$ cat config.mk
export PLATFORM = sky130hd
export DESIGN_NAME = ptst_cell
export DESIGN_NICKNAME = d
export VERILOG_FILES = /design/src/design/ptst_pkg.sv /design/src/design/ptst_cell.sv
export SDC_FILE = /design/constraint.sdc
export NUM_CORES = 1
export LEC_CHECK = 0
export BUFFER_PORTS_ARGS = -buffer_cell sky130_fd_sc_hd__buf_2
export CORE_MARGIN = 4
export CORE_UTILIZATION = 38
export DETAILED_ROUTE_END_ITERATION = 7
export GPL_TIMING_DRIVEN = 0
export PLACE_DENSITY = 0.58
export SETUP_SLACK_MARGIN = 0.3
export SLEW_MARGIN = 25
export SYNTH_ARGS = -nofsm -noshare
export SYNTH_HDL_FRONTEND = slang
export SYNTH_SLANG_ARGS = --single-unit
export TNS_END_PERCENT = 20
$ cat constraint.sdc
create_clock -name clk -period 5.4 [get_ports clk]
set_clock_uncertainty 0.15 [all_clocks]
set_input_delay 0.81 -clock clk [delete_from_list [all_inputs] [get_ports clk]]
set_output_delay 0.81 -clock clk [all_outputs]
set_load 0.01 [all_outputs]
$ cat src/design/ptst_pkg.sv
// Shared types, widths and codes for the periodic task scheduler table.
// No dependencies; used by ptst_cell and periodic_task_scheduler_table_top.
package ptst_pkg;

	localparam int MAX_TASKS    = 32;
	localparam int TIME_W       = 32;
	localparam int AMT_W        = 32;
	localparam int SCALE_W      = 16;
	localparam int OP_W         = 3;
	localparam int TID_W        = 5;
	localparam int STATUS_W     = 3;
	localparam int RESULT_LIMIT = 32;
	localparam int IDX_W        = (MAX_TASKS > 1) ? $clog2(MAX_TASKS) : 1;
	localparam int CMP_W        = (IDX_W > TID_W) ? IDX_W : TID_W;
	localparam int CNT_W        = $clog2(RESULT_LIMIT + 1);

	localparam logic [OP_W-1:0] OP_ADD_PER = 3'd0;
	localparam logic [OP_W-1:0] OP_ADD_AT  = 3'd1;
	localparam logic [OP_W-1:0] OP_DELETE  = 3'd2;
	localparam logic [OP_W-1:0] OP_CHG_PER = 3'd3;
	localparam logic [OP_W-1:0] OP_TICK    = 3'd4;

	localparam logic [STATUS_W-1:0] ST_OK        = 3'd0;
	localparam logic [STATUS_W-1:0] ST_FULL      = 3'd1;
	localparam logic [STATUS_W-1:0] ST_NOT_FOUND = 3'd2;
	localparam logic [STATUS_W-1:0] ST_DUE       = 3'd3;
	localparam logic [STATUS_W-1:0] ST_NONE_DUE  = 3'd4;

	typedef struct packed {
		logic [OP_W-1:0]  operation;
		logic [TID_W-1:0] task_id;
		logic [AMT_W-1:0] amount;
	} req_t;

	typedef struct packed {
		logic [TID_W-1:0]    task_id_res;
		logic [STATUS_W-1:0] status;
		logic                last;
	} res_t;

	// request token walking down the cell chain
	typedef struct packed {
		logic              vld;
		logic [OP_W-1:0]   op;
		logic [TID_W-1:0]  id;
		logic [TIME_W-1:0] amt;   // scaled amount
		logic              hit;   // slot taken / addressed slot found
		logic [IDX_W-1:0]  slot;  // slot taken by an add
	} tok_t;

endpackage

$ cat src/design/ptst_cell.sv
// One task slot of the scheduler chain plus the token register toward the next cell.
// Depends on ptst_pkg.
module ptst_cell (
	input  logic                       clk,
	input  logic                       arst_n,
	input  logic                       adv,
	input  logic [ptst_pkg::IDX_W-1:0] idx,
	input  ptst_pkg::tok_t             tok_in,
	output ptst_pkg::tok_t             tok_out,
	output logic                       due
);
	import ptst_pkg::*;

	logic              valid_q;
	logic [TIME_W-1:0] period_q;
	logic [TIME_W-1:0] next_due_q;
	logic              vld_q;
	tok_t              tok_q;
	tok_t              tok_nx;
	logic              id_match;

	assign id_match = (CMP_W'(tok_in.id) == CMP_W'(idx));
	assign due      = tok_in.vld && (tok_in.op == OP_TICK) && valid_q
		&& (tok_in.amt >= next_due_q);

	// token valid comes from the reset register, payload from the plain one
	always_comb begin
		tok_out     = tok_q;
		tok_out.vld = vld_q;
	end

	always_comb begin
		tok_nx = tok_in;
		case (tok_in.op)
			OP_ADD_PER, OP_ADD_AT: begin
				if (!tok_in.hit && !valid_q) begin
					tok_nx.hit  = 1'b1;
					tok_nx.slot = idx;
				end
			end
			OP_DELETE, OP_CHG_PER: begin
				if (id_match && valid_q)
					tok_nx.hit = 1'b1;
			end
			default: ;
		endcase
	end

	always_ff @(posedge clk or negedge arst_n) begin
		if (!arst_n) begin
			valid_q <= 1'b0;
			vld_q   <= 1'b0;
		end else if (adv) begin
			vld_q <= tok_nx.vld;
			if (tok_in.vld) begin
				case (tok_in.op)
					OP_ADD_PER: begin
						if (!tok_in.hit && !valid_q) valid_q <= 1'b1;
					end
					OP_ADD_AT: begin
						if (!tok_in.hit && !valid_q) valid_q <= 1'b1;
					end
					OP_DELETE: begin
						if (id_match && valid_q) valid_q <= 1'b0;
					end
					default: ;
				endcase
			end
		end
	end

	// slot payload and token payload, no reset
	always_ff @(posedge clk) begin
		if (adv) begin
			tok_q <= tok_nx;
			if (tok_in.vld) begin
				case (tok_in.op)
					OP_ADD_PER: begin
						if (!tok_in.hit && !valid_q) begin
							period_q   <= tok_in.amt;
							next_due_q <= '0;
						end
					end
					OP_ADD_AT: begin
						if (!tok_in.hit && !valid_q) begin
							period_q   <= '0;
							next_due_q <= tok_in.amt;
						end
					end
					OP_CHG_PER: begin
						if (id_match && valid_q) period_q <= tok_in.amt;
					end
					OP_TICK: begin
						if (due) next_due_q <= tok_in.amt + period_q;
					end
					default: ;
				endcase
			end
		end
	end

endmodule

==> summary.md, run 1 <==
| Metric | Value |
|---|---|
| Critical path startpoint category | `input pin` |
| Residual DRC | `0` |
| Peak VDD IR | `about 170 uV` |
| Post-Syn Area | `0.00666 sq mm` |
| Ant diodes | `0` |
| I/O Buffers | `between 100 and 150` |
| Die Area | `0.0197 sq mm` |
| Post-synthesis sequential area ratio | `approximately half` |
| Area Overhead vs Synth | `17.6%` |
| Buf/Inv on CP | `2` |
| Netlist cell types | `67` |
| Power Dens Cells | `around 260 mW/mm^2` |
| Synth Flop Type | `edfxtp_1` |
| Htree depth | `3` |
| Final Hold Vio Count | `0` |
| Post-synth ARST share | `1.79%` |
| First-pass GRT wire length | `24400 um` |
| Row cnt | `48` |
| DR pass1 iterations | `5` |
| DRT iter0 DRCs | `447` |
| Core Region | `0.0172 sq mm` |
| Number of nets in the layout | `826` |
| Setup CP Type | `in2out` |
| Post-route minimum period | `4.40 ns` |
| Post-route ant nets | `0` |
| Setup Slack @ Placement | `0.886 ns` |
| Post-CTS Resized | `0` |
| Vias | `4900` |
| Synth warnings | `0` |
| CTS Root Cell | `clkbuf_16` |
| Clock Latency Late Sink | `approximately 0.36 ns` |
| Vias in the first global route | `4781` |
| Initial antenna violation count | `0` |
| Post-synth EDFFs | `110` |
| IO Pins | `103` |
| Least-Margin Pin Slew | `~0.69 ns` |
| CTS buffer count | `9` |
| CP dominant cell by count | `a21o_1` |
| Setup WS post-layout | `0.996 ns` |
| Worst path cell trace | `buf_2, ha_1, a21o_1, a21o_1, a21o_1, a21o_1, a211o_1, a221oi_1, o31ai_1, a21oi_1, nor2_1, buf_2` |
| # Post-CTS Setup Buffers | `0` |
| Min-delay worst type | `in2async` |
| Worst-path maximum fanout | `5` |
| Final GP Congestion | `0.860` |
| Largest net degree at the start of global routing | `49` |
| Overflow after GRT | `0` |
| Commonest cells after routing, fill and taps aside | `edfxtp_1 (110), buf_2 (103), ha_1 (63)` |
| Slowest cell on crit path | `a221oi_1` |
| Die Ht | `140 um` |
| Yosys reg bits | `112` |
| WP data arrival | `3.44 ns` |
| TritonCTS sink count | `112` |
| Initial Utilization | `38.6%` |
| CP Capture Type | `primary output` |
| Final setup viols | `0` |
| WP data required | `4.44 ns` |
| Routed length per instance | `between 15 and 20 um` |
| Clock Path Buffers | `2` |
| Final Instance Area | `0.00783 sq mm` |
| Final Non-Filler Cells | `936` |
| CP delay by family, top | `compound AO/OA/AOI/OAI gates` |
| Final wirelength | `15200 um` |
| FMAX | `227 MHz` |
| TritonCTS clock tree | `yes` |
| Syn Inst Count | `591` |
| Mapped Avg Cell Area | `11.3 sq um` |
| HPWL after DPL | `11400 um` |
| Clock slew at reported path FFs | `0.07 ns` |
| DP Cell Count | `921` |
| Slowest cell delay on critical path | `about 0.37 ns` |
| Leak Pwr | `3.28 nW` |
| Cts hold-fix bufs | `0` |
| Commonest non-fill, non-tap cell in the layout | `edfxtp_1` |
| Final Cycle Share | `between 80% and 90%` |
| Status | `completed` |
| RSZ-0062 raised after global routing | `no` |
| Post-synthesis net count | `710` |
| Share of cells above drive strength 1 | `roughly 22%` |
| Count of pins over their slew limit | `0` |
| Placed inst area | `0.00753 sq mm` |
| Die width | `about 140 um` |
| Max cap viols | `0` |
| Vias/cell | `5.24` |
| Slew Limit Headroom | `53.6%` |
| Pwr Total | `a little over 2 mW` |
| GRT Util Overall | `15.5%` |
registers in the layout, summed over array words and instances, names as in the netlist:
signal,cells
tok_out,46
next_due_q,32
vld_q,1
period_q,32
valid_q,1
power breakdown:
part | switching (mW) | internal (mW) | total [mW]
Combinational | 0.208 | 0.149 | 0.357
Sequential | 0.0105 | 1.00 | 1.01
Clock | 0.314 | 0.360 | 0.674
cell usage after synthesis (3+ instances only):
master | n | share of area (%)
a22o_1 | 5 | 0.66
o31ai_1 | 4 | 0.45
nor2b_1 | 35 | 3.3
mux2i_1 | 3 | 0.45
ha_1 | 63 | 12
o21ai_1 | 4 | 0.30
xnor2_1 | 15 | 2.0
nand4_1 | 14 | 1.3
a211oi_1 | 3 | 0.34
mux2_2 | 6 | 1.0
inv_1 | 43 | 2.4
a211o_1 | 3 | 0.39
o21ai_0 | 38 | 2.9
and3_1 | 3 | 0.28
xor2_1 | 15 | 2.0
a31oi_1 | 4 | 0.38
a21o_1 | 26 | 2.9
nand2_1 | 49 | 2.8
nor4_1 | 3 | 0.28
nor3_1 | 4 | 0.30
nand2b_1 | 3 | 0.28
a21oi_1 | 38 | 2.9
nor2_1 | 20 | 1.1
nand3_1 | 10 | 0.75
edfxtp_1 | 110 | 50
o211ai_1 | 3 | 0.34
clkbuf_1 | 11 | 0.62
o21bai_1 | 7 | 0.79
routing by layer:
layer	global-route usage (%)	wire [um]	vias to the layer above
li1	-	-	2423
met1	21.0	6930	2331
met2	25.5	7240	128
met3	2.49	774	18
met4	5.00	231	0
met5	0	0	-
kinds of logic after synthesis:
kind of cell / Yosys count / synth area share [%]
flip-flops: 112 / 50.4
AND/OR/NAND/NOR: 152 / 11.7
buffers and inverters: 64 / 4.25
AO/OA/AOI/OAI: 160 / 16.1
adder cells (fa/ha/maj): 64 / 12.1
multiplexers: 9 / 1.47
XOR/XNOR: 30 / 3.95
cell type report:
| type | instances | area, sq um |
|---|---|---|
| buffer | 21 | 121 |
| fill | 1605 | 9410 |
| inverter | 43 | 161 |
| clock buffer | 9 | 225 |
| clock inverter | 6 | 68.8 |
| multi-input combinational | 415 | 3050 |
| tap | 225 | 282 |
| timing repair buffer | 105 | 563 |
| sequential | 112 | 3350 |
worst register-to-register path, cell delays in order, from the launching register on:
cell and delay, ns:
edfxtp_1 0.36, inv_1 0.06, ha_1 0.23, a21o_1 0.19
a21o_1 0.17, a21o_1 0.17, a21o_1 0.17, a211o_1 0.29
a221oi_1 0.37, o31ai_1 0.21, a21oi_1 0.34, o32ai_4 0.27
buf_6 0.24
path summary, 6_finish.rpt:
kind / end / from / slack [ns] / cells after the start
setup / recovery: due / tok_in[15] / 1.0 / 12
hold / removal: vld_q / arst_n / 0.07 / 1
setup reg to reg: next_due_q[21] / next_due_q[9] / 1.93 / 12
hold reg to reg: vld_q / vld_q / 0.37 / 1
max in group asynchronous: valid_q / arst_n / 4.93 / 1
min in group clk: vld_q / vld_q / 0.37 / 1
metrics by stage:
| step | hold WS, ns | utilization (%) | setup TNS [ns] |
|---|---|---|---|
| floorplan | 0.332 | - | 0 |
| global placement | 0.341 | 43.2 | -39.84 |
| detailed placement | 0.364 | 43.7 | 0 |
| CTS | 0.0643 | 45.4 | 0 |
| global route | 0.0623 | 45.4 | 0 |
| finish | 0.0688 | 45.4 | 0 |
No activity file was read; power rests on OpenSTA's default activity.
==> inputs of run 2 (changes only) <==
--- a/config.mk
+++ b/config.mk
@@ -10,7 +10,7 @@
 export CORE_UTILIZATION = 38
 export DETAILED_ROUTE_END_ITERATION = 7
 export GPL_TIMING_DRIVEN = 0
-export PLACE_DENSITY = 0.58
+export PLACE_DENSITY = 0.6
 export SETUP_SLACK_MARGIN = 0.3
 export SLEW_MARGIN = 25
 export SYNTH_ARGS = -nofsm -noshare
==> constraint.sdc (replaced) <==
create_clock -name clk -period 3.75 [get_ports clk]
set_clock_uncertainty 0.15 [all_clocks]
set_input_delay 0.5625 -clock clk [delete_from_list [all_inputs] [get_ports clk]]
set_output_delay 0.5625 -clock clk [all_outputs]
set_load 0.01 [all_outputs]
==> run 2 against run 1 <==
Total power increased by 47%. Critical path depth is the same. Largest power group unchanged. Via count about the same. Sequential power grew 45%. Clock power increased by 51%. Core utilization up 0.48 points. Largest cell class unchanged.
==> summary.md, run 2 (synthesized netlist as in run 1, its figures left out) <==
| Metric | Value |
|---|---|
| Clock Latency Late Sink | `0.36 ns (about the same)` |
| Leak Pwr | `3.31 nW (+0.69%)` |
| Die Ht | `140 um (unchanged)` |
| IO Pins | `103 (unchanged)` |
| RSZ-0062 raised after global routing | `yes` |
| Min-delay worst type | `in2reg` |
| Post-route minimum period | `3.55 ns` |
| WP data required | `3.04 ns (-1.40 ns)` |
| DP Cell Count | `921 (unchanged)` |
| Flop pwr share | `48.6% (-1.0 points)` |
| Worst path cell trace | `inv_2, ha_4, a21o_1, a21o_1, a21o_1, a21o_1, a211o_1, a221oi_4, o31ai_4, a21oi_2, nor2_1, buf_2` |
| Number of nets in the layout | `828 (+0.24%)` |
| Area Overhead vs Synth | `18.8%` |
| Setup CP Type | `reg2out` |
| Critical path startpoint category | `flop` |
| Commonest cells after routing, fill and taps aside | `edfxtp_1 (110), buf_2 (103), ha_1 (62)` |
| Final Non-Filler Cells | `939 (+0.32%)` |
| GR Util met1 | `21.0% (-0.022 points)` |
| TritonCTS sink count | `112 (unchanged)` |
| Commonest non-fill, non-tap cell in the layout | `edfxtp_1` |
| Largest register FFs | `46 (unchanged)` |
| Share of cells above drive strength 1 | `22.4% (+0.75 points)` |
| Power Dens Cells | `379 mW/mm^2 (+45%)` |
| Final Hold Vio Count | `0 (unchanged)` |
| Setup Slack @ Placement | `-0.384 ns (-1.27 ns)` |
| Vias in the first global route | `4941 (+3.3%)` |
| CP Capture Type | `primary output` |
| DR pass1 iterations | `5 (unchanged)` |
| Clock slew at reported path FFs | `0.08 ns (about the same)` |
| Peak VDD IR | `231 uV (+37%)` |
| Int Power | `2.21 mW (+46%)` |
| Slew Limit Headroom | `35.7% (-18 points)` |
| Clock Path Buffers | `2 (unchanged)` |
| GRT Util Overall | `15.9% (+0.38 points)` |
| Ant diodes | `0 (unchanged)` |
| Setup WS post-layout | `0.200 ns (-0.796 ns)` |
| First-pass GRT wire length | `25000 um (+2.6%)` |
| Vias | `4901 (+0.020%)` |
| Residual DRC | `0 (unchanged)` |
| Die width | `140 um (unchanged)` |
| Sw Ratio | `26.4% (+0.34 points)` |
| Post-route ant nets | `0 (unchanged)` |
| Met3 GRT Util | `2.32% (-0.17 points)` |
| Die Area | `0.0197 sq mm (unchanged)` |
| TritonCTS clock tree | `yes` |
| CP dominant cell by count | `a21o_1` |
| I/O Buffers | `102 (unchanged)` |
| Final wirelength | `15300 um (+0.94%)` |
| CTS Root Cell | `clkbuf_16` |
| DRT iter0 DRCs | `371 (-17%)` |
| Count of pins over their slew limit | `0 (unchanged)` |
| Vias/cell | `5.22 (-0.30%)` |
| Final GP Congestion | `0.856 (-0.47%)` |
| CP delay by family, top | `compound AO/OA/AOI/OAI gates` |
| Htree depth | `3 (unchanged)` |
| M2 GR Usage | `26.1% (+0.58 points)` |
| Final Cycle Share | `around 95%` |
| FF+latch area | `0.00335 sq mm (unchanged)` |
| Row cnt | `48 (unchanged)` |
| Initial Utilization | `38.6% (unchanged)` |
| Final setup viols | `0 (unchanged)` |
| Slowest cell on crit path | `a221oi_4` |
| Clk network pwr share | `33.9% (+0.9 points)` |
| HPWL after DPL | `11300 um (-0.48%)` |
| Multi-input logic area | `0.00309 sq mm (+1.4%)` |
| Slowest cell delay on critical path | `0.40 ns (+0.03 ns)` |
| Gr busiest metal | `met2` |
| Largest net degree at the start of global routing | `49 (unchanged)` |
| Worst-path maximum fanout | `2 (-3)` |
| Status | `completed` |
| WP data arrival | `2.84 ns (-0.60 ns)` |
| Overflow after GRT | `0 (unchanged)` |
| Buf/Inv on CP | `2 (unchanged)` |
| CTS buffer count | `9 (unchanged)` |
| Routed length per instance | `16.3 um (+0.61%)` |
| Gate power share | `17.5% (about the same)` |
| Max cap viols | `0 (unchanged)` |
| Initial antenna violation count | `0 (unchanged)` |
| Core Region | `0.0172 sq mm (unchanged)` |
| Psw | `0.792 mW (+49%)` |
| Least-Margin Pin Slew | `0.955 ns (+0.266 ns)` |
| FMAX | `about 280 MHz` |
| Setup tns final | `0 ns (unchanged)` |
| Fill cells | `1619 (+0.87%)` |
[run 2: final timing paths]
kind                               startpoint              to  slack, ns  depth (start not counted)
worst max register to register    period_q[0]  next_due_q[30]       0.54                         11
worst max-delay path            next_due_q[9]             due       0.20                         12
max in group asynchronous              arst_n         valid_q       3.00                          2
worst min-delay path               tok_in[45]     tok_out[45]       0.24                          1
min in group asynchronous              arst_n           vld_q       0.36                          2
worst min register to register          vld_q           vld_q       0.37                          1
[run 2: repair_timing]
item / in CTS / in global routing
setup buffers: 1 / 0
pin swaps: 8 / 2
resized for setup: 8 / 0
hold buffers: 1 / 0
hold endpoints to repair: 2 / 0
setup endpoints to repair: 33 / 1
[run 2: power by group through the flow]
| stage | clock, mW | combinational [mW] | sequential (mW) |
|---|---|---|---|
| floorplan | 0 | 0.301 | 1.51 |
| global placement | 0 | 0.496 | 1.49 |
| detailed placement | 0 | 0.513 | 1.49 |
| CTS | 1.06 | 0.524 | 1.46 |
| global route | 1.10 | 0.582 | 1.47 |
| finish | 1.02 | 0.524 | 1.46 |
[run 2: metal layers]
layer | vias up | part of all wire, %
li1 | 2431 | -
met1 | 2345 | 47
met2 | 106 | 47
met3 | 19 | 3.5
met4 | 0 | 2.4
met5 | - | 0
[run 2: stage by stage]
stage | total power, mW | utilization, % | hold WS, ns | area (sq um)
floorplan | 1.81 | - | 0.117 | 6660
global placement | 1.98 | 43.3 | 0.201 | 7460
detailed placement | 2.00 | 43.7 | 0.203 | 7530
CTS | 3.04 | 45.9 | 0.221 | 7910
global route | 3.15 | 45.9 | 0.226 | 7910
finish | 3.00 | 45.9 | 0.239 | 7910
[run 2: cell type report]
| class | count | share of cell area (%) |
|---|---|---|
| Buffer | 21 | 1.53 |
| Clock buffer | 10 | 3.02 |
| Clock inverter | 6 | 0.949 |
| Inverter | 43 | 2.04 |
| Multi-Input combinational cell | 415 | 39.1 |
| Sequential cell | 112 | 42.4 |
| Tap cell | 225 | 3.56 |
| Timing Repair Buffer | 107 | 7.39 |
